### src/rtl/tcw_pkg.sv
// Shared types, constants and codes of the text console character writer.
// Used by every module of the block; depends on nothing else.
`default_nettype none

package tcw_pkg;

    // Store and position widths
    localparam int MAX_CELLS_DEF = 8192;
    localparam int CELL_W        = 16;
    localparam int CUR_W         = 13;
    localparam int POS_W         = 14;
    localparam int COL_W         = 8;
    localparam int ROW_W         = 7;
    localparam int DIV_CNT_W     = $clog2(POS_W);

    // Register reset values
    localparam logic [COL_W-1:0] DEF_COLUMNS = 8'd80;
    localparam logic [ROW_W-1:0] DEF_ROWS    = 7'd25;
    localparam logic [7:0]       DEF_ATTR    = 8'h07;

    // Character codes
    localparam logic [7:0] CH_NUL       = 8'h00;
    localparam logic [7:0] CH_BACKSPACE = 8'h08;
    localparam logic [7:0] CH_NEWLINE   = 8'h0a;
    localparam logic [7:0] CH_BLANK     = 8'h20;

    localparam logic [CELL_W-1:0] RESET_CELL = {DEF_ATTR, CH_BLANK};

    // Opcodes
    localparam logic [1:0] OP_PUT   = 2'd0;
    localparam logic [1:0] OP_CLEAR = 2'd1;
    localparam logic [1:0] OP_READ  = 2'd2;

    // Configuration register indexes
    localparam logic [1:0] REG_COLUMNS = 2'd0;
    localparam logic [1:0] REG_ROWS    = 2'd1;
    localparam logic [1:0] REG_ATTR    = 2'd2;

    typedef struct packed {
        logic [1:0]       opcode;
        logic [7:0]       char_code;
        logic             use_offset;
        logic [CUR_W-1:0] cell_offset;
        logic             fg_valid;
        logic [3:0]       fg_color;
        logic             bg_valid;
        logic [3:0]       bg_color;
        logic             move_cursor;
    } in_item_t;

    typedef struct packed {
        logic [CUR_W-1:0] cursor_pos;
        logic [7:0]       read_char;
        logic [7:0]       read_attr;
        logic             scrolled;
    } out_item_t;

    typedef enum logic [2:0] {
        K_NOP,
        K_PUT,
        K_NEWLINE,
        K_BKSP,
        K_CLEAR,
        K_READ
    } cmd_kind_t;

    typedef struct packed {
        cmd_kind_t        kind;
        logic [7:0]       ch;
        logic [7:0]       attr;
        logic             use_offset;
        logic [CUR_W-1:0] offset;
        logic             move;
    } cmd_t;

    // Effective screen geometry, zero columns or rows already read as one
    typedef struct packed {
        logic [COL_W-1:0] cols;
        logic [ROW_W-1:0] rows;
        logic [7:0]       attr;
        logic [POS_W-1:0] total;
    } cfg_t;

    typedef enum logic [3:0] {
        ST_INIT,
        ST_IDLE,
        ST_EXEC,
        ST_DIV,
        ST_BK_RD,
        ST_BK_WR,
        ST_RD_DONE,
        ST_MOVE,
        ST_SHIFT,
        ST_FILL,
        ST_FINISH
    } eng_state_t;

endpackage

`default_nettype wire

### src/rtl/tcw_fifo.sv
// Two-entry command queue between the front and the engine.
// Depends on tcw_pkg for the command type.
`default_nettype none

module tcw_fifo (
    input  wire logic          aclk,
    input  wire logic          aresetn,
    input  wire logic          push,
    input  wire tcw_pkg::cmd_t push_cmd,
    output logic               full,
    input  wire logic          pop,
    output tcw_pkg::cmd_t      pop_cmd,
    output logic               not_empty
);

    tcw_pkg::cmd_t entry_reg [2];
    logic       wr_ptr_reg;
    logic       rd_ptr_reg;
    logic [1:0] count_reg;

    always_ff @(posedge aclk) begin
        if (!aresetn) begin
            wr_ptr_reg <= 1'b0;
            rd_ptr_reg <= 1'b0;
            count_reg  <= '0;
        end else begin
            if (push) begin
                wr_ptr_reg <= ~wr_ptr_reg;
            end
            if (pop) begin
                rd_ptr_reg <= ~rd_ptr_reg;
            end
            if (push && !pop) begin
                count_reg <= count_reg + 1'b1;
            end else if (pop && !push) begin
                count_reg <= count_reg - 1'b1;
            end
        end
        if (push) begin
            entry_reg[wr_ptr_reg] <= push_cmd;
        end
    end

    assign full      = count_reg[1];
    assign not_empty = (count_reg != 2'd0);
    assign pop_cmd   = entry_reg[rd_ptr_reg];

endmodule

`default_nettype wire

### config.mk
export PLATFORM = sky130hd
export DESIGN_NAME = tcw_fifo
export DESIGN_NICKNAME = d
export VERILOG_FILES = /design/src/rtl/tcw_pkg.sv /design/src/rtl/tcw_fifo.sv
export SDC_FILE = /design/constraint.sdc
export NUM_CORES = 1
export LEC_CHECK = 0
export CORE_MARGIN = 5
export CORE_UTILIZATION = 51
export CTS_CLUSTER_DIAMETER = 200
export DETAILED_ROUTE_END_ITERATION = 10
export DONT_BUFFER_PORTS = 1
export HOLD_SLACK_MARGIN = 0.06
export PLACE_DENSITY = 0.68
export SLEW_MARGIN = 20
export SYNTH_ARGS = -nofsm -noshare
export SYNTH_HDL_FRONTEND = slang
export SYNTH_SLANG_ARGS = --single-unit
### constraint.sdc
create_clock -name aclk -period 5 [get_ports aclk]
set_input_delay 0.25 -clock aclk [delete_from_list [all_inputs] [get_ports aclk]]
set_output_delay 0.25 -clock aclk [all_outputs]
set_load 0.01 [all_outputs]
# == After elaboration in Yosys (flattened, before gate mapping) ==
# Memory sizes are Yosys's and may differ from the RTL's. A register that Yosys moved wholly into a read port is not among the register bits.
# Cells that the tools add are included.
# totals
output_inout_bits,36
wordCells,20
ff_bits,4
n_memories,1
mem_bits_rw,68
input_bits,38
# op_classes
n_mux,6
n_reduce_logical,6
n_addsub,2
n_bitwise,2
# memory_table
name,words,width,rd,rd_ports_with_merged_regs,write_ports,line,rtl
entry_reg,2,34,1,1,1,tcw_fifo.sv:16,tcw_pkg::cmd_t entry_reg [2];
# op_table
operator,n
two-way mux 1 bit,4
two-way mux 2 bit,2
nonzero test 2 bit,2
"adder 2 x 1 -> 2 bit, second input constant",1
logical AND 1 bit,2
zero test 1 bit,2
inverter 1 bit,2
"subtractor 2 x 1 -> 2 bit, second input constant",1

# == Depth between registers and ports, before layout ==
# Gate-level depths: netlist of run 1.
# logic_depth
depth_word,4
depth_mapped,5
ltp_nobuf,5

# == Worst setup path after synthesis of run 1 ==
# Ideal clock, no wire load.
# synth_timing
path_type,flip-flop to flip-flop
start,reg wr_ptr_reg
end,"mem entry_reg[0][0] in the netlist's numbering, enable pin"
required_ns,4.570
setup_ns,0.430
arrival_ns,1.864
n_path_buf,0
period_less_slack_ns,2.294
slack_ns,2.706
stages_incl_launch_ff,2
path_cell_list,dfxtp_1 > nor2b_1
# synth_rtl
element,line,rtl
start: declaration,tcw_fifo.sv:17,logic wr_ptr_reg;
start signal: assignment,tcw_fifo.sv:28,wr_ptr_reg <= ~wr_ptr_reg;
end: declaration,tcw_fifo.sv:16,
# No word-level cell before the write port.

==> results of run 1 <==
## synthesized netlist by cell type (all sizes together)
cell type	instances
buf	4
a21boi	1
mux2	34
or3	1
xor2	2
ha	1
edfxtp	68
o21a	1
and2	4
o21ai	1
dfxtp	5
inv	1
or2	1
nor2b	2
xnor2	1
## report_power, final
| group | switching [W] | total, W | internal, W | leakage, nW |
|---|---|---|---|---|
| clock | 0.000190 | 0.000418 | 0.000228 | 0.0918 |
| sequential | 0.0000131 | 0.000718 | 0.000704 | 0.680 |
| combinational | 0.0000621 | 0.000120 | 0.0000575 | 0.339 |
## critical path: stages (launching register included)
cell and delay (ps):
dfxtp_1 600, buf_4 400, mux2_2 420
## cell type report
class                   instances  area, sq um  area share [%]
flip-flops and latches         73         2140            65.5
well taps                      70         87.6            2.68
repair buffers                 36          358            10.9
multi-input cells              49          500            15.3
clock buffers                  12          135            4.13
clock inverters                 4         43.8            1.34
inverters                       1         3.75           0.115
## layer usage
layer  global-route usage, %  vias up  routed length, microns
met1                    13.2      610                    1560
met5                       0        -                       0
li1                        -      575                       -
met4                    7.97        0                      78
met3                    5.86        9                     338
met2                    26.5       43                    2550
## worst paths after layout
path / cells past startpoint / slack (ps) / start / endpoint
worst max-delay path: 2 / 2990 / register / pop_cmd[22]
worst min-delay path: 2 / 140 / push / wr_ptr_reg$_SDFFE_PN0P_
worst max register to register: 1 / 3480 / wr_ptr_reg$_SDFFE_PN0P_ / entry_reg[0][0]$_DFFE_PP_
worst min register to register: 2 / 560 / count_reg[1]$_SDFFE_PN0P_ / count_reg[1]$_SDFFE_PN0P_
## cells by family (layout without fill, tap and decap cells)
kind of cell | after synthesis | after routing
fa+ha+maj | 1 | 1
simple gates | 8 | 8
flops | 73 | 73
compound gates | 3 | 3
buf+inv | 5 | 53
mux | 34 | 34
xor+xnor | 3 | 3
## metrics by stage
step | hold WS [ps] | power, W | instance area [sq um] | worst slack [ps]
floorplan | 349 | 0.000810 | 2680 | 2710
detailed placement | 349 | 0.000826 | 2740 | 3310
finish | 142 | 0.00126 | 3270 | 2990
global placement | 349 | 0.000821 | 2740 | 3370
global route | 138 | 0.00131 | 3270 | 2870
CTS | 124 | 0.00127 | 3270 | 2940
## timing repair
| action | CTS | global route |
|---|---|---|
| endpoints found under the setup margin | 0 | 0 |
| resized for setup | 0 | 0 |
| hold buffers | 35 | 0 |
| endpoints found under the hold margin | 73 | 0 |
==> results.toml, run 1 <==
[run_status]
status = "finished, final reports clean"

[pwr]
ir_drop_mv = 0.201
leakage_nw = 1.11
powerDensity_nw_per_um2 = 384

[detailed_routing]
drt_iter0_markers = 30
route.detailed.drc = 0
drt-total-wl_microns = 4520
dr.pass1.iters = 4
vias_per_cell = 5.05
ant_nets = 0
num_vias = 1237
wl_per_cell_microns = 18.5

[min_path]
hp-class = "input port to register"

[logic_synthesis]
synth_cells = 127
yosysSeqAreaShare_pct = 80.0
synth_simple_gate_area_share_pct = 1.87
synth_area_leaders = "edfxtp_1 76%, mux2_2 14%, dfxtp_1 3.7%"
synth_area_sq_um = 2680
synth_top_area_share_pct = 76.3
synth_top_family_by_area = "multiplexers"
syn_area_per_cell_sq_um = 21.1
synth_xor_area_share_pct = 0.982
synthAdderAreaFrac_pct = 0.468
yosys.area.top_type = "edfxtp_1"
synthDistinctLibCells = 16
ys.warnings.count = 0
synth_compound_area_share_pct = 0.748
synth_nets = 166
synth_mux_area_share_pct = 14.3
ys_ff_latch = 73

[clock_network]
root_buffer = "clkbuf_8"
clkSinkCount = 73
cts_buffers = 9
cts_setup_buffers = 0
path_clk_slew_ps = 70
h-tree-depth = 3
insertion_delay_ps = 320
cts_buffer_depth = 2
cts_tree = "done"

[grt]
overflow = 0
grt_pass1_vias = 1338
grt_pass1_wl_microns = 6740
grt_max_degree = 36
antenna_found_initial = 0
grt_usage_pct = 14.4

[floorplan]
die_w_microns = 82.4
start_util_pct = 52.4
fp-row-count = 26
die-height_microns = 82.4
top_level_ports = 74
coreArea_sq_um = 5110
dieArea_sq_um = 6800

[sta]
setup_viol = 0
worst_pin_slew_ps = 985
finalCritPeriodShare_pct = 40.2
min_period_ps = 2010
setup_tns_ps = 0
hold_viol_final = 0
final_max_slew_viol_count = 0
max_freq_mhz = 498
finClkSkew_ps = 8.74
max_slew_margin_pct = 34.2
grt_setup_unrepaired = "no"

[final_layout]
n_antenna_cell = 0
drive_above_1_share_pct = 28.6
nFillCells = 374
areaGrowthSynthToFinish_pct = 22.2
layout.cells.non_filler = 245
largest_reg_flops = 68
final_common_cell = "edfxtp_1"
nNetsFinal = 209
mostFrequentLayoutCells = "68 x edfxtp_1, 35 x dlygate4sd3_1, 34 x mux2_2, 9 x clkbuf_8, 5 x dfxtp_1"
utilization_pct = 64.0

[setup_path]
required_ps = 4750
crit_type = "register to output port"
arrival_ps = 1760
start_kind = "register"
crit_fanout = 24
critPathCaptureType = "output port"

[placed_design]
placed_cells = 194
dp_hpwl_microns = 2780
portBuffers = 0
routabilityCongestion = 0.672

[run]
maxCapViolCount = 0
Note: power is estimated with default switching activity, not from simulation.
==> run 2, diff against run 1 <==
- ABC_AREA: unset -> 1
- clock period: 5 -> 1.9 ns (I/O delays scaled with it)
==> results.toml, run 2 <==
[setup_path]
arrival_ps = 2010
crit_fanout = 3
cp_slowest_stage_delay_ps = 560
critPathCaptureType = "register"
required_ps = 2130
start_kind = "register"
cp_slowest_cell = "dlygate4sd3_1"
cp_cell_sequence = "nand2_1 > nand2_1 > dlygate4sd3_1 > nor2_1 > dlygate4sd3_1"
crit_type = "register to register"

[logic_synthesis]
synth_simple_gate_area_share_pct = 2.52
ys.warnings.count = 0
synth_compound_area_share_pct = 0.353
yosysSeqAreaShare_pct = 75.6
ys_ff_latch = 73
synth_top_area_share_pct = 72.1
synth_xor_area_share_pct = 0
synth_mux_area_share_pct = 17.5
syn_area_per_cell_sq_um = 20.2
synth_enable_flop_cells = 68
synth_cells = 140
synth_area_sq_um = 2830
yosys.area.top_type = "edfxtp_1"
synth_nets = 179
synthTopCellsByCount = "68 x edfxtp_1, 30 x mux2_4, 9 x nand2_1"
synthAdderAreaFrac_pct = 0.442
synthDistinctLibCells = 14
synth_area_leaders = "edfxtp_1 72%, mux2_4 16%, dfxtp_1 3.5%"
synthFlopType = "edfxtp_1"
yosys.cell_count.top_type = "edfxtp_1"
synth_top_family_by_area = "multiplexers"
synthArstFlopShare_pct = 0

[floorplan]
fp-row-count = 27
coreArea_sq_um = 5440
die_w_microns = 84.5
dieArea_sq_um = 7140
die-height_microns = 84.5
start_util_pct = 52.1
top_level_ports = 74

[detailed_routing]
wl_met3_microns = 333
route.detailed.drc = 0
dr_wl_met2_microns = 2820
wl_per_cell_microns = 18.2
vias_per_cell = 4.98
num_vias = 1344
top_layer_used = "met4"
drt_iter0_markers = 46
m1WireLength_microns = 1690
ant_nets = 0
drt-total-wl_microns = 4910
dr.pass1.iters = 4

[final_layout]
areaGrowthSynthToFinish_pct = 25.1
layout.cells.non_filler = 270
nFillCells = 367
largest_reg_flops = 68
mostFrequentLayoutCells = "68 x edfxtp_1, 41 x dlygate4sd3_1, 30 x mux2_4, 10 x clkbuf_8, 9 x nand2_1"
n_antenna_cell = 0
drive_above_1_share_pct = 28.3
final_common_cell = "edfxtp_1"
nNetsFinal = 232

[grt]
grt_usage_pct = 14.6
grt_pass1_vias = 1491
grt_max_degree = 25
grt_pass1_wl_microns = 7570
overflow = 0
antenna_found_initial = 0

[run]
maxCapViolCount = 0

[clock_network]
cts_buffers = 9
path_clk_slew_ps = 70
clkSinkCount = 73
h-tree-depth = 3
root_buffer = "clkbuf_8"
cts_tree = "done"
cts_buffer_depth = 2
insertion_delay_ps = 340

[sta]
finalCritPeriodShare_pct = 93.7
setup_viol = 0
hold_viol_final = 0
max_freq_mhz = 562
worst_pin_slew_ps = 424
finClkSkew_ps = 8.50
final_max_slew_viol_count = 0
max_slew_margin_pct = 71.7
grt_setup_unrepaired = "no"
setup_tns_ps = 0
holdWs_ps = 189
min_period_ps = 1780

[placed_design]
placed_cells = 213
dp_hpwl_microns = 3250
routabilityCongestion = 0.642
portBuffers = 0

[min_path]
hp-class = "input port to register"

[pwr]
leakage_nw = 1.32
powerDensity_nw_per_um2 = 1000
ir_drop_mv = 0.846

[run_status]
status = "finished, final reports clean"
==> run 2: changes by cell type in the layout (fill, tap and decap cells not counted), moves of 2 or more <==
cell	change
buf_4	+3
mux2_4	+30
dfxtp_1	-2
mux2_2	-30
xor2_1	-2
nand2_1	+9
dfxtp_2	+2
and2_1	-3
nor2_1	+6
dlygate4sd3_1	+6
clkinv_2	-2
inv_1	+7
==> run 2: final timing paths <==
path	start	end	slack [ps]	depth (start not counted)
worst max register to register	wr_ptr_reg$_SDFFE_PN0P_	wr_ptr_reg$_SDFFE_PN0P_	120	5
worst max-delay path	wr_ptr_reg$_SDFFE_PN0P_	wr_ptr_reg$_SDFFE_PN0P_	120	5
worst min register to register	rd_ptr_reg$_SDFFE_PN0P_	rd_ptr_reg$_SDFFE_PN0P_	520	2
worst min-delay path	pop	count_reg[0]$_SDFFE_PN0P_	190	4
==> run 2: repair_timing <==
item | in CTS | in global routing
hold buffers | 40 | 1
gates resized for setup | 0 | 1
hold endpoints to repair | 73 | 4
setup buffers | 0 | 0
endpoints found under the setup margin | 0 | 1
==> run 2: area by class of cell <==
type | count | area, sq um | area share [%]
clock inverters | 4 | 76.3 | 2.15
repair buffers | 46 | 460 | 13.0
clock buffers | 12 | 145 | 4.10
well taps | 72 | 90.1 | 2.54
multi-input cells | 55 | 597 | 16.8
flip-flops and latches | 73 | 2140 | 60.5
inverters | 8 | 30.0 | 0.847
==> run 2: cell families after synthesis <==
kind of cell / count (synthesis)
DFF: 73
AOI/OAI and AO/OA: 2
adders and majority gates: 1
buffers and inverters: 12
and+or+nand+nor: 18
muxes: 34
==> run 2: layer usage <==
metal / vias to the layer above / global-route usage, %
li1: 629 / -
met1: 662 / 13.5
met2: 43 / 26.7
met3: 10 / 7.65
met4: 0 / 5.61
met5: - / 0
==> run 2: report_power, final <==
part,switching (W),leakage (nW),internal [W]
sequential,0.0000283,0.680,0.00185
combinational,0.000177,0.537,0.000185
clock,0.000529,0.107,0.000778
total,0.000735,1.32,0.00282
==> run 2: worst max-delay path: cells and delay by family, from the launching register on <==
kind | cells | cell delay, ps
buf+inv | 2 | 1100
simple gates | 3 | 200
flops | 1 | 370
==> run 2: through the flow <==
stage	instance area, sq um	power, W	utilization [%]	worst slack (ps)
after CTS	3530	0.00359	64.9	124
after global placement	2910	0.00219	53.5	711
after floorplan	2840	0.00216	-	270
after detailed placement	2910	0.00220	53.5	691
final	3540	0.00355	65.1	119
after global routing	3540	0.00371	65.1	14.5
==> run 3, diff against run 2 <==
- MAX_ROUTING_LAYER: unset -> met4
==> results.toml, run 3 (synthesized netlist as in run 2, its figures left out) <==
[setup_path]
cp_slowest_stage_delay_ps = 560
crit_start = "wr_ptr_reg$_SDFFE_PN0P_"
start_kind = "register"
crit_fanout = 3
crit_type = "register to register"
timing.rr.end = "wr_ptr_reg$_SDFFE_PN0P_"
ff2ff_setup_slack_ps = 120
r2r_start = "wr_ptr_reg$_SDFFE_PN0P_"
cp_cell_sequence = "nand2_1 > nand2_1 > dlygate4sd3_1 > nor2_1 > dlygate4sd3_1"
arrival_ps = 2010
cp_slowest_cell = "dlygate4sd3_1"
required_ps = 2130
r2r_cells = 5
critPathCaptureType = "register"

[grt]
grt_pass1_vias = 1498
overflow = 0
antenna_found_initial = 0
grt_pass1_wl_microns = 7570
grt_usage_pct = 15.0
grt_max_degree = 25

[final_layout]
nNetsFinal = 232
largest_reg_flops = 68
mostFrequentLayoutCells = "68 x edfxtp_1, 41 x dlygate4sd3_1, 30 x mux2_4, 10 x clkbuf_8, 9 x nand2_1"
n_antenna_cell = 0
final_common_cell = "edfxtp_1"
areaGrowthSynthToFinish_pct = 25.1
utilization_pct = 65.1
drive_above_1_share_pct = 28.3

[floorplan]
start_util_pct = 52.1
die-height_microns = 84.5
dieArea_sq_um = 7140
die_w_microns = 84.5
coreArea_sq_um = 5440
fp-row-count = 27
top_level_ports = 74

[clock_network]
clkSinkCount = 73
cts_tree = "done"
cts_buffer_depth = 2
insertion_delay_ps = 340
path_clk_slew_ps = 70
h-tree-depth = 3
root_buffer = "clkbuf_8"
cts_buffers = 9
cts_setup_buffers = 0

[sta]
finClkSkew_ps = 8.22
worst_pin_slew_ps = 424
grt_setup_unrepaired = "no"
setup_viol = 0
max_slew_margin_pct = 71.8
layout_setup_ws_ps = 119
setup_tns_ps = 0
finalCritPeriodShare_pct = 93.7
min_period_ps = 1780
max_freq_mhz = 561
final_max_slew_viol_count = 0
hold_viol_final = 0

[min_path]
hp-class = "input port to register"
hold_start = "pop"
worstHoldEndpoint = "count_reg[0]$_SDFFE_PN0P_"
min_path_cells = 4

[placed_design]
dp_hpwl_microns = 3250
routabilityCongestion = 0.647
place_ws_ps = 691
portBuffers = 0

[pwr]
ir_drop_mv = 0.845
powerDensity_nw_per_um2 = 1000
leakage_nw = 1.32
finalPower_w = 0.00355

[detailed_routing]
route.detailed.drc = 0
dr.pass1.iters = 4
num_vias = 1345
wl_per_cell_microns = 18.1
drt_iter0_markers = 56
ant_nets = 0
vias_per_cell = 4.98
drt-total-wl_microns = 4900

[run]
maxCapViolCount = 0

[run_status]
status = "finished, final reports clean"
-- run 3: through the flow --
step	area (sq um)	hold WS [ps]	cells
5_1_grt	3540	170	270
3_3_place_gp	2910	194	213
3_5_place_dp	2910	194	213
4_1_cts	3530	72.5	269
2_1_floorplan	2840	194	140
6_report	3540	193	270
-- run 3: cell type report --
cell class                 count  area [sq um]
multi-input combinational     55           597
sequential                    73          2140
inverter                       8          30.0
tap                           72          90.1
fill                         367          1900
clock buffer                  12           145
clock inverter                 4          76.3
timing repair buffer          46           460
-- run 3: routing by layer --
| metal | track usage (%) | up-vias | part of all wire (%) |
|---|---|---|---|
| li1 | - | 629 | - |
| met1 | 13.7 | 666 | 36 |
| met2 | 26.7 | 41 | 57 |
| met3 | 6.77 | 9 | 5.9 |
| met4 | 6.47 | 0 | 1.7 |
| met5 | - | - | 0 |
-- run 3: power by group --
group	leakage [nW]	switching (W)	internal (W)	total (W)
Sequential	0.680	0.0000283	0.00185	0.00188
Clock	0.107	0.000525	0.000778	0.00130
Combinational	0.537	0.000177	0.000185	0.000362
Total	1.32	0.000730	0.00282	0.00355
-- run 3: critical path, delay by kind of cell, from the launching register on --
| kind | cells | cell delay, ps |
|---|---|---|
| buf+inv | 2 | 1100 |
| simple gates | 3 | 200 |
| flops | 1 | 370 |
-- run 3: worst max path at each step --
stage / end / cells past startpoint
3_5_place_dp: entry_reg[0][9]$_DFFE_PP_ / 2
2_1_floorplan: entry_reg[0][0]$_DFFE_PP_ / 1
3_3_place_gp: pop_cmd[27] / 2
6_report: wr_ptr_reg$_SDFFE_PN0P_ / 5
5_1_grt: wr_ptr_reg$_SDFFE_PN0P_ / 5
4_1_cts: wr_ptr_reg$_SDFFE_PN0P_ / 5
-- run 3: repair_timing --
item	4_1_cts	5_1_grt
setup endpoints to repair	0	1
hold buffers	40	1
hold endpoints to repair	73	2
resized for setup	0	1
