File: config.mk
export PLATFORM = sky130hd
export DESIGN_NAME = tcw_front
export DESIGN_NICKNAME = d
export VERILOG_FILES = /design/src/rtl/tcw_pkg.sv /design/src/rtl/tcw_front.sv
export SDC_FILE = /design/constraint.sdc
export NUM_CORES = 1
export LEC_CHECK = 0
export BUFFER_PORTS_ARGS = -buffer_cell sky130_fd_sc_hd__buf_2
export CAP_MARGIN = 20
export CORE_MARGIN = 1
export CORE_UTILIZATION = 23
export DETAILED_ROUTE_END_ITERATION = 8
export PLACE_DENSITY = 0.8
export SLEW_MARGIN = 10
export SYNTH_ARGS = -nofsm -noshare
export SYNTH_HDL_FRONTEND = slang
export SYNTH_SLANG_ARGS = --single-unit
File: constraint.sdc
create_clock -name vclk -period 1.47
set_clock_uncertainty 0.2 [all_clocks]
set_input_delay 0.294 -clock vclk [all_inputs]
set_output_delay 0.294 -clock vclk [all_outputs]
set_load 0.02 [all_outputs]
File: src/rtl/tcw_pkg.sv
// Shared types, constants and codes of the text console character writer.
// Used by every module of the block; depends on nothing else.
`default_nettype none

package tcw_pkg;

    // Store and position widths
    localparam int MAX_CELLS_DEF = 8192;
    localparam int CELL_W        = 16;
    localparam int CUR_W         = 13;
    localparam int POS_W         = 14;
    localparam int COL_W         = 8;
    localparam int ROW_W         = 7;
    localparam int DIV_CNT_W     = $clog2(POS_W);

    // Register reset values
    localparam logic [COL_W-1:0] DEF_COLUMNS = 8'd80;
    localparam logic [ROW_W-1:0] DEF_ROWS    = 7'd25;
    localparam logic [7:0]       DEF_ATTR    = 8'h07;

    // Character codes
    localparam logic [7:0] CH_NUL       = 8'h00;
    localparam logic [7:0] CH_BACKSPACE = 8'h08;
    localparam logic [7:0] CH_NEWLINE   = 8'h0a;
    localparam logic [7:0] CH_BLANK     = 8'h20;

    localparam logic [CELL_W-1:0] RESET_CELL = {DEF_ATTR, CH_BLANK};

    // Opcodes
    localparam logic [1:0] OP_PUT   = 2'd0;
    localparam logic [1:0] OP_CLEAR = 2'd1;
    localparam logic [1:0] OP_READ  = 2'd2;

    // Configuration register indexes
    localparam logic [1:0] REG_COLUMNS = 2'd0;
    localparam logic [1:0] REG_ROWS    = 2'd1;
    localparam logic [1:0] REG_ATTR    = 2'd2;

    typedef struct packed {
        logic [1:0]       opcode;
        logic [7:0]       char_code;
        logic             use_offset;
        logic [CUR_W-1:0] cell_offset;
        logic             fg_valid;
        logic [3:0]       fg_color;
        logic             bg_valid;
        logic [3:0]       bg_color;
        logic             move_cursor;
    } in_item_t;

    typedef struct packed {
        logic [CUR_W-1:0] cursor_pos;
        logic [7:0]       read_char;
        logic [7:0]       read_attr;
        logic             scrolled;
    } out_item_t;

    typedef enum logic [2:0] {
        K_NOP,
        K_PUT,
        K_NEWLINE,
        K_BKSP,
        K_CLEAR,
        K_READ
    } cmd_kind_t;

    typedef struct packed {
        cmd_kind_t        kind;
        logic [7:0]       ch;
        logic [7:0]       attr;
        logic             use_offset;
        logic [CUR_W-1:0] offset;
        logic             move;
    } cmd_t;

    // Effective screen geometry, zero columns or rows already read as one
    typedef struct packed {
        logic [COL_W-1:0] cols;
        logic [ROW_W-1:0] rows;
        logic [7:0]       attr;
        logic [POS_W-1:0] total;
    } cfg_t;

    typedef enum logic [3:0] {
        ST_INIT,
        ST_IDLE,
        ST_EXEC,
        ST_DIV,
        ST_BK_RD,
        ST_BK_WR,
        ST_RD_DONE,
        ST_MOVE,
        ST_SHIFT,
        ST_FILL,
        ST_FINISH
    } eng_state_t;

endpackage

`default_nettype wire

File: src/rtl/tcw_front.sv
// Input side: accepts items and turns them into engine commands.
// Depends on tcw_pkg for item, command and code definitions.
`default_nettype none

module tcw_front (
    input  wire logic              s_valid,
    output logic                   s_ready,
    input  wire tcw_pkg::in_item_t s_data,
    input  wire logic [7:0]        default_attr,
    input  wire logic              init_done,
    input  wire logic              fifo_full,
    output logic                   push,
    output tcw_pkg::cmd_t          push_cmd
);

    logic [7:0] put_attr;

    // hold off while the store is still being cleared after reset or while the queue is full
    assign s_ready = init_done && !fifo_full;
    assign push    = s_valid && s_ready;

    always_comb begin
        put_attr = default_attr;
        if (s_data.fg_valid) begin
            put_attr[3:0] = s_data.fg_color;
        end
        if (s_data.bg_valid) begin
            put_attr[7:4] = s_data.bg_color;
        end

        push_cmd.ch         = s_data.char_code;
        push_cmd.attr       = put_attr;
        push_cmd.use_offset = s_data.use_offset;
        push_cmd.offset     = s_data.cell_offset;
        push_cmd.move       = s_data.move_cursor;
        push_cmd.kind       = tcw_pkg::K_NOP;

        unique case (s_data.opcode)
            tcw_pkg::OP_PUT: begin
                if (s_data.char_code == tcw_pkg::CH_NUL) begin
                    push_cmd.kind = tcw_pkg::K_NOP;
                end else if (s_data.char_code == tcw_pkg::CH_NEWLINE) begin
                    push_cmd.kind = tcw_pkg::K_NEWLINE;
                end else if (s_data.char_code == tcw_pkg::CH_BACKSPACE) begin
                    push_cmd.kind = tcw_pkg::K_BKSP;
                end else begin
                    push_cmd.kind = tcw_pkg::K_PUT;
                end
            end
            tcw_pkg::OP_CLEAR: begin
                push_cmd.kind = tcw_pkg::K_CLEAR;
                push_cmd.attr = {s_data.bg_color, 4'h0};
            end
            tcw_pkg::OP_READ: begin
                push_cmd.kind = tcw_pkg::K_READ;
            end
            default: begin
                push_cmd.kind = tcw_pkg::K_NOP;
            end
        endcase
    end

endmodule

`default_nettype wire

After elaboration in Yosys (flattened, before gate mapping). Cells that the tools add are included.

Equality and inequality tests: 4. Mux-type cells: 7. Reductions and logical operators: 5.

Operators with widths (number): == test 8 x 4 -> 1 bit, second input constant (2); one-hot mux 3 bit (3 select lines) (1); logical NOT 8 bit (1); two-way mux 4 bit (2); two-way mux 8 bit (1); two-way mux 2 bit (3); == test 2 x 1 -> 1 bit, second input constant (1); == test 2 bit, second input constant (1); logical AND 1 bit (2); logical NOT 2 bit (1); logical NOT 1 bit (1).

Register bits: 0. Bits of input ports: 46. Word-level logic and storage cells: 16.

Longest topological paths before layout. Gate-level depths: netlist of run 1.

Depth in word-level cells: 5. Depth in mapped cells: 4. Mapped depth without buffers: 4.

Worst setup path before layout of run 1. Ideal clock, no wire load.

Path type: input -> output. Start point: input port s_data[30] in the netlist's numbering. End point: output port push_cmd[32] in the netlist's numbering. Arrival: 1.519 ns. Required time: 0.976 ns. Setup slack: -0.543 ns. Stages: 2. Buffers on the path: 0. Cells stage by stage: or4_4 -> nor4_1.

RTL lines: start, declared (RTL line tcw_front.sv:8) `input wire tcw_pkg::in_item_t s_data,`; end, declared (RTL line tcw_front.sv:13) `output tcw_pkg::cmd_t push_cmd`.

==> reports/qor.yml, run 1 <==
run_status:
  status: "finished, violations left"
  violations: "negative setup slack"
worst_hold_path:
  holdPathEnd: "push_cmd[10]"
  min-delay-start: "s_data[20]"
  hp-class: "in -> out"
  min_path_cells: 0
timing:
  fin_tns_setup_ps: -1890
  setup_viol: 6
  fin_crit_sh_pct: 136
  timing.final.ws_setup_ps: -534
  hold_viol_final: 0
  tightestPinTransition_ps: 252
  whs_ps: 388
  fmax_mhz: 499
  max-slew-margin-rel_pct: 83.1
  maxSlewViolCount: 0
  finalCriticalPeriod_ps: 2000
  grt_setup_unrepaired: "true"
synthesis:
  synth_area_um2: 382
  synth-simple-area-share_pct: 13.8
  ys_seq_area_share_pct: 0
  synth_top_family_by_area: "buffers and inverters"
  synth_xor_area_share_pct: 2.30
  synth_compound_area_share_pct: 4.26
  ys_warn_count: 0
  synth_cell_types: 14
  syn-num-nets: 97
  syn_area_per_cell_um2: 7.79
  synthMuxAreaShare_pct: 24.9
  synthAdderAreaFrac_pct: 6.56
  postSynthCellCount: 49
floorplan:
  core_mm2: 0.00152
  fp.dieH_um: 42.7
  die-area_mm2: 0.00183
  chipWidth_um: 42.7
  fp-row-count: 14
  boundaryPins: 82
  floorplan.initialDensity_pct: 25.0
final_layout:
  regArea_um2: 0
  fill_cells: 162
  instances_no_fill: 99
  drive_above_1_share_pct: 83.1
  nClkBuffers: 0
  utilization_pct: 42.0
  antenna_cells: 0
  nets: 133
  seq_cell_count: 0
  layout_common_cells: "buf_2, buf_6, buf_4"
  final_common_cell: "buf_2"
  syn2layout_area_growth_pct: 67.9
placed_design:
  port_buffers: 52
  hpwl_um: 905
  finalWeightedCongestion: 0.701
  place_inst: 99
power:
  vdd_drop_max_v: 0.000136
  p_leak_nw: 0.372
  power_density_mw_per_mm2: 353
setup_path:
  cp_data_arrival_time_ps: 1510
  cp_max_fo: 2
  worstSetupStartpointType: "input port"
  critPathRequiredTime_ps: 980
  end_kind: "primary output"
  crit_type: "in -> out"
route:
  ant_nets: 0
  routed_wirelength_um: 984
  drt-initial-drc-count: 1
  route.detailed.drc: 0
  firstDrtPassIters: 2
  vias: 430
  viasPerCell: 4.34
  wire_per_inst_um: 9.94
global_route:
  grt_max_degree: 6
  antenna_found_initial: 0
  grt_pass1_wl_um: 1430
  grt_pass1_vias: 375
  grt.total_usage_pct: 9.62
  grt_remaining_overflow: 0
clock_network:
  cts_setup_buffers: 0
job:
  cap_violations: 0
## power by group
group	internal, mW	total (mW)	switching [mW]
clock	0	0	0
combinational	0.116	0.226	0.110
sequential	0	0	0
total	0.116	0.226	0.110
## synthesized netlist by cell type
| cell | count | area (um^2) |
|---|---|---|
| mux2_2 | 4 | 45.0 |
| nor2b_1 | 1 | 6.26 |
| xor2_1 | 1 | 8.76 |
| inv_1 | 2 | 7.51 |
| nand2_1 | 1 | 3.75 |
| nor2_1 | 5 | 18.8 |
| and2_1 | 1 | 6.26 |
| nor4_1 | 1 | 6.26 |
| o41ai_2 | 1 | 16.3 |
| ha_1 | 2 | 25.0 |
| clkbuf_1 | 1 | 3.75 |
| mux2i_1 | 5 | 50.1 |
| or4_4 | 1 | 11.3 |
| buf_4 | 23 | 173 |
## worst max-delay path, cell delays in order
cell    delay [ps]
buf_6           90
or4_4          560
buf_6          140
nor4_2         230
buf_2          200
## logic make-up after synthesis
family	Yosys count
compound gates	1
xor+xnor	1
fa+ha+maj	2
buf+inv	26
mux	9
simple gates	10
## stage by stage
stage / worst slack [ps] / area (um^2) / power [mW]
final: -534 / 641 / 0.226
after CTS: -557 / 637 / 0.227
after global placement: -543 / 576 / 0.199
after global routing: -563 / 641 / 0.241
after floorplan: -324 / 427 / 0.184
after detailed placement: -568 / 576 / 0.203
## layer usage
layer / share of wire (%) / up-vias / global-route usage, % / wire length (um)
met5: 0 / - / 0 / 0
met4: 0.20 / 0 / 0.625 / 2
met2: 59 / 38 / 22.7 / 585
met1: 29 / 182 / 8.25 / 290
met3: 11 / 2 / 0.851 / 106
li1: - / 208 / - / -
## worst max path at each step
stage                    start           end  slack [ps]  depth (start not counted)
floorplan           s_data[30]  push_cmd[32]        -320                          2
CTS                 s_data[30]  push_cmd[31]        -560                          5
detailed placement  s_data[30]  push_cmd[31]        -570                          5
global route        s_data[30]  push_cmd[32]        -560                          5
global placement    s_data[30]  push_cmd[31]        -540                          5
finish              s_data[30]  push_cmd[32]        -530                          5
## area by class of cell
cell class	count	area [um^2]	area share, %
Tap cell	16	20.0	3.13
Timing Repair Buffer	58	357	55.7
Inverter	2	10.0	1.56
Multi-Input combinational cell	23	254	39.6
## repair_timing
item / CTS / global route
resized for setup: 15 / 1
pin swaps: 3 / 2
endpoints found under the setup margin: 7 / 6
hold buffers: 0 / 0
hold endpoints to repair: 0 / 0
(Power assumes the default switching activity.)
==> run 2, diff against run 1 <==
ABC_AREA = 1   (was unset)
CORE_UTILIZATION = 24   (was 23)
PLACE_DENSITY = 0.78   (was 0.8)
==> reports/qor.yml, run 2 <==
run_status:
  status: "finished, violations left"
  violations: "design-rule violations, negative setup slack"
power:
  p_leak_nw: 0.395  # +6.2%
  power_density_mw_per_mm2: 350  # -0.70%
  vdd_drop_max_v: 0.000172  # +26%
timing:
  hold_viol_final: 0  # unchanged
  fin_crit_sh_pct: 101  # -35 points
  whs_ps: 388  # unchanged
  timing.final.ws_setup_ps: -20.4  # +514 ps
  finalCriticalPeriod_ps: 1490  # -514 ps
  max-slew-margin-rel_pct: 90.1  # +7.0 points
  setup_viol: 5  # -1
  maxSlewViolCount: 0  # unchanged
  fmax_mhz: 671  # +34%
  grt_setup_unrepaired: "true"
  tightestPinTransition_ps: 147  # -106 ps
final_layout:
  final_common_cell: "buf_2"
  regArea_um2: 0  # unchanged
  seq_cell_count: 0  # unchanged
  antenna_cells: 0  # unchanged
  syn2layout_area_growth_pct: 71.3
  drive_above_1_share_pct: 71.0  # -12 points
  nets: 157  # +18%
  nClkBuffers: 0  # unchanged
  layout_common_cells: "buf_2, nand2_1, buf_6"
placed_design:
  hpwl_um: 943  # +4.2%
  finalWeightedCongestion: 0.620  # -12%
  preCtsSetupSlack_ps: -193  # +374 ps
  port_buffers: 52  # unchanged
worst_hold_path:
  hp-class: "in -> out"
route:
  routed_wirelength_um: 1250  # +27%
  viasPerCell: 4.34  # about the same
  drt-initial-drc-count: 8  # +7
  route.detailed.drc: 5  # +5
  firstDrtPassIters: 6  # +4
  vias: 534  # +24%
  ant_nets: 0  # unchanged
  wire_per_inst_um: 10.2  # +2.2%
global_route:
  grt.total_usage_pct: 10.7  # +1.1 points
  grt_pass1_vias: 469  # +25%
  grt_pass1_wl_um: 1670  # +17%
  grt_max_degree: 7  # +1
  antenna_found_initial: 0  # unchanged
  grt_remaining_overflow: 0  # unchanged
floorplan:
  fp-row-count: 14  # unchanged
  core_mm2: 0.00158  # +3.4%
  die-area_mm2: 0.00192  # +5.0%
  fp.dieH_um: 43.8  # +2.5%
  boundaryPins: 82  # unchanged
  floorplan.initialDensity_pct: 26.6  # +1.5 points
  chipWidth_um: 43.8  # +2.5%
setup_path:
  critPathRequiredTime_ps: 980  # about the same
  worstSetupStartpointType: "input port"
  crit_type: "in -> out"
  end_kind: "primary output"
  cp_data_arrival_time_ps: 1000  # -510 ps
  cp-startpoint: "s_data[32]"
  worstSetupEndpoint: "push_cmd[31]"
  cp_max_fo: 2  # unchanged
clock_network:
  ctsHoldBuffers: 0  # unchanged
synthesis:
  syn-num-nets: 124  # +28%
  synth_cell_types: 14  # unchanged
  synth_area_um2: 419  # +9.8%
  postSynthCellCount: 76  # +55%
  yosysTopAreaCell: "buf_4"
  synth_area_leaders: "buf_4, nand2_1, inv_1, ha_1, a21oi_1"
  ys_warn_count: 0  # unchanged
  netlist.area_leader.share_pct: 41.2  # -4.1 points
  ys_top_cells_by_count: "buf_4, nand2_1, inv_1, nor2_1"
  ys_seq_area_share_pct: 0  # unchanged
  syn_area_per_cell_um2: 5.52  # -29%
job:
  cap_violations: 0  # unchanged
==> run 2: cell count changes after synthesis, sizes merged, moves of 2 or more <==
cell | before | now
nand2 | 1 | 23
mux2i | 5 | 0
nor2 | 5 | 7
o21ai | 0 | 4
mux2 | 4 | 0
inv | 2 | 8
a21oi | 0 | 4
==> run 2: power by group <==
group | internal, mW | switching, mW | total, mW
registers | 0 | 0 | 0
clock network | 0 | 0 | 0
logic | 0.120 | 0.131 | 0.251
total | 0.120 | 0.131 | 0.251
==> run 2: repair_timing <==
action / 4_1_cts / 5_1_grt
setup endpoints to repair: 10 / 10
buffers inserted: 0 / 1
pin swaps: 4 / 6
resized for setup: 35 / 14
hold endpoints to repair: 0 / 0
==> run 2: critical path, stage by stage <==
cell     delay, ps
buf_6           90
or2_4          240
nor2_2          70
nand2_1         50
nand2_1         50
nand2_1         60
buf_6          130
==> run 2: final cells by class <==
class	instances	area [um^2]
Multi-Input combinational cell	44	298
Tap cell	16	20.0
Inverter	8	37.5
Timing Repair Buffer	55	363
Fill cell	169	858
==> run 2: how the worst min path moves through the flow <==
| stage | start | end | slack, ps | depth (start not counted) |
|---|---|---|---|---|
| 3_5_place_dp | s_data[24] | push_cmd[14] | 390 | 0 |
| 3_3_place_gp | s_data[24] | push_cmd[14] | 390 | 0 |
| 4_1_cts | s_data[24] | push_cmd[14] | 390 | 0 |
| 5_1_grt | s_data[18] | push_cmd[8] | 390 | 0 |
| 6_report | s_data[20] | push_cmd[10] | 390 | 0 |
| 2_1_floorplan | fifo_full | s_ready | 470 | 1 |
==> run 2: through the flow <==
| step | setup TNS (ps) | power, mW | utilization (%) | cell area, um^2 | std cells |
|---|---|---|---|---|---|
| after floorplan | -95.2 | 0.176 | - | 434 | 76 |
| after global placement | -1240 | 0.185 | 35.0 | 552 | 122 |
| after detailed placement | -1490 | 0.189 | 35.0 | 552 | 122 |
| after CTS | -25.8 | 0.231 | 41.7 | 658 | 122 |
| after global routing | -366 | 0.269 | 45.6 | 718 | 123 |
| final | -46.3 | 0.251 | 45.6 | 718 | 123 |
==> run 2: layer usage <==
layer  vias up  GRT usage, %  routed length, um
met5         -             0                  0
met4         0          6.25                 22
met3         2          1.67                 86
met2        25          22.1                732
met1       234          9.38                408
li1        273             -                  -
==> run 2: kinds of logic (layout without fill, tap and decap cells) <==
| group | Yosys count | in the layout | share of synthesized area, % |
|---|---|---|---|
| adders and majority gates | 2 | 2 | 5.97 |
| and+or+nand+nor | 34 | 34 | 34.9 |
| AOI/OAI and AO/OA | 8 | 8 | 9.55 |
| buffers and inverters | 32 | 63 | 49.6 |
==> run 3, diff against run 2 <==
--- a/config.mk
+++ b/config.mk
@@ -10,2 +10,3 @@
 export CAP_MARGIN = 20
+export CORE_ASPECT_RATIO = 0.75
 export CORE_MARGIN = 1
@@ -18 +19,2 @@
 export SYNTH_SLANG_ARGS = --single-unit
+export TNS_END_PERCENT = 100
==> constraint.sdc (replaced) <==
create_clock -name vclk -period 1.47
set_clock_uncertainty 0.2 [all_clocks]
set_input_delay 0.0735 -clock vclk [all_inputs]
set_output_delay 0.0735 -clock vclk [all_outputs]
set_load 0.02 [all_outputs]
==> reports/qor.yml, run 3 (synthesis results as in run 2) <==
setup_path:
  cp_data_arrival_time_ps: 1010  # about the same
  cp_slowest_cell: "ha_1"
  critPathRequiredTime_ps: 1200  # +220 ps
  end_kind: "primary output"
  path_cells: "buf_2 > inv_1 > ha_1 > o21ai_0 > nand2_1 > buf_2"
  crit_path_frequent_cell: "buf_2"
  critPathMaxStageDelay_ps: 370  # +130 ps
  crit_type: "in -> out"
  cp_max_fo: 9  # +7
  worstSetupStartpointType: "input port"
final_layout:
  instances_no_fill: 140  # +14%
  regArea_um2: 0  # unchanged
  utilization_pct: 43.4  # -2.1 points
  fill_cells: 178  # +5.3%
  final_common_cell: "buf_2"
  nClkBuffers: 0  # unchanged
  antenna_cells: 0  # unchanged
  nets: 169  # +7.6%
  seq_cell_count: 0  # unchanged
  syn2layout_area_growth_pct: 61.8
  drive_above_1_share_pct: 45.4  # -26 points
  layout_common_cells: "buf_2, nand2_1, dlygate4sd3_1, inv_1, nor2_1"
timing:
  fmax_mhz: 776  # +16%
  max-slew-margin-rel_pct: 76.1  # -14 points
  tightestPinTransition_ps: 359  # +212 ps
  setup_viol: 0  # -5
  fin_tns_setup_ps: 0  # +46.3 ps
  grt_setup_unrepaired: "false"
  finalCriticalPeriod_ps: 1290  # -202 ps
  fin_crit_sh_pct: 87.6  # -14 points
  hold_viol_final: 0  # unchanged
  maxSlewViolCount: 0  # unchanged
route:
  routed.top_layer: "met3"
  wl_met1_um: 411  # +0.74%
  wire_per_inst_um: 8.79  # -14%
  route.met2.wl_um: 701  # -4.2%
  route.detailed.drc: 0  # -5
  met3_length_um: 116  # +35%
  viasPerCell: 4.11  # -5.2%
  ant_nets: 0  # unchanged
  routed_wirelength_um: 1230  # -1.6%
  vias: 576  # +7.9%
  firstDrtPassIters: 2  # -4
  drt-initial-drc-count: 8  # unchanged
floorplan:
  die-area_mm2: 0.00192  # about the same
  fp-row-count: 12  # -2
  fp.dieH_um: 38.2  # -13%
  chipWidth_um: 50.3  # +15%
  boundaryPins: 82  # unchanged
  core_mm2: 0.00156  # -0.95%
  floorplan.initialDensity_pct: 26.8  # +0.26 points
power:
  power_density_mw_per_mm2: 357  # +1.9%
  p_switching_mw: 0.141  # +7.9%
  seqPwrFrac_pct: 0  # unchanged
  p_int_mw: 0.101  # -16%
  p_leak_nw: 0.416  # +5.3%
  p_comb_share_pct: 100.0  # about the same
  clkPwrFrac_pct: 0  # unchanged
  vdd_drop_max_v: 0.000176  # +2.6%
  netSwitchingFraction_pct: 58.4  # +6.3 points
run_status:
  status: "completed"
placed_design:
  place_inst: 125  # +2.5%
  hpwl_um: 942  # -0.12%
  finalWeightedCongestion: 0.620  # about the same
  port_buffers: 52  # unchanged
job:
  cap_violations: 0  # unchanged
global_route:
  grt_pass1_vias: 484  # +3.2%
  antenna_found_initial: 0  # unchanged
  grt_max_degree: 10  # +3
  grt_pass1_wl_um: 1770  # +5.8%
  grt_remaining_overflow: 0  # unchanged
  grt.total_usage_pct: 11.4  # +0.63 points
worst_hold_path:
  hp-class: "in -> out"
run 3: cell count changes in the layout (fill, tap and decap cells not counted), sizes merged:
cell | previous run | this run
dlygate4sd3 | 0 | 15
buf | 55 | 52
run 3: final cells by class:
class | instances | area, um^2 | share of cell area (%)
Multi-Input combinational cell | 44 | 211 | 31.2
Tap cell | 21 | 26.3 | 3.87
Timing Repair Buffer | 67 | 410 | 60.5
Inverter | 8 | 30.0 | 4.43
run 3: path summary, 6_finish.rpt:
check	slack (ps)	to	cells after the start	startpoint
worst min-delay path	180	push_cmd[30]	2	s_data[32]
worst max-delay path	180	push_cmd[22]	6	s_data[34]
run 3: metal layers:
| metal | vias to the layer above | track usage [%] |
|---|---|---|
| met5 | - | 0 |
| met4 | 0 | 0 |
| met3 | 0 | 1.19 |
| met2 | 36 | 26.7 |
| met1 | 245 | 11.1 |
| li1 | 295 | - |
run 3: worst max-delay path, delay by kind of cell:
kind / cells / cell delay (ps)
AOI/OAI and AO/OA: 1 / 160
adders and majority gates: 1 / 370
and+or+nand+nor: 1 / 70
buffers and inverters: 3 / 330
run 3: power groups by stage:
| stage | Sequential (mW) | Clock (mW) | Combinational, mW |
|---|---|---|---|
| final | 0 | 0 | 0.242 |
| after global routing | 0 | 0 | 0.261 |
| after CTS | 0 | 0 | 0.244 |
| after detailed placement | 0 | 0 | 0.181 |
| after global placement | 0 | 0 | 0.177 |
| after floorplan | 0 | 0 | 0.171 |
run 3: metrics by stage:
step                      setup slack [ps]  area [um^2]  power (mW)  hold slack (ps)
after detailed placement               178          528       0.181            -52.9
after global routing                  80.2          678       0.261              186
final                                  182          678       0.242              175
after CTS                              177          678       0.244              177
after floorplan                        382          419       0.171             26.8
after global placement                 241          528       0.177            -52.9
run 3: repair_timing:
item,CTS,global route
hold endpoints to repair,15,0
gates resized for setup,0,0
hold buffers,15,0
setup buffers,0,0
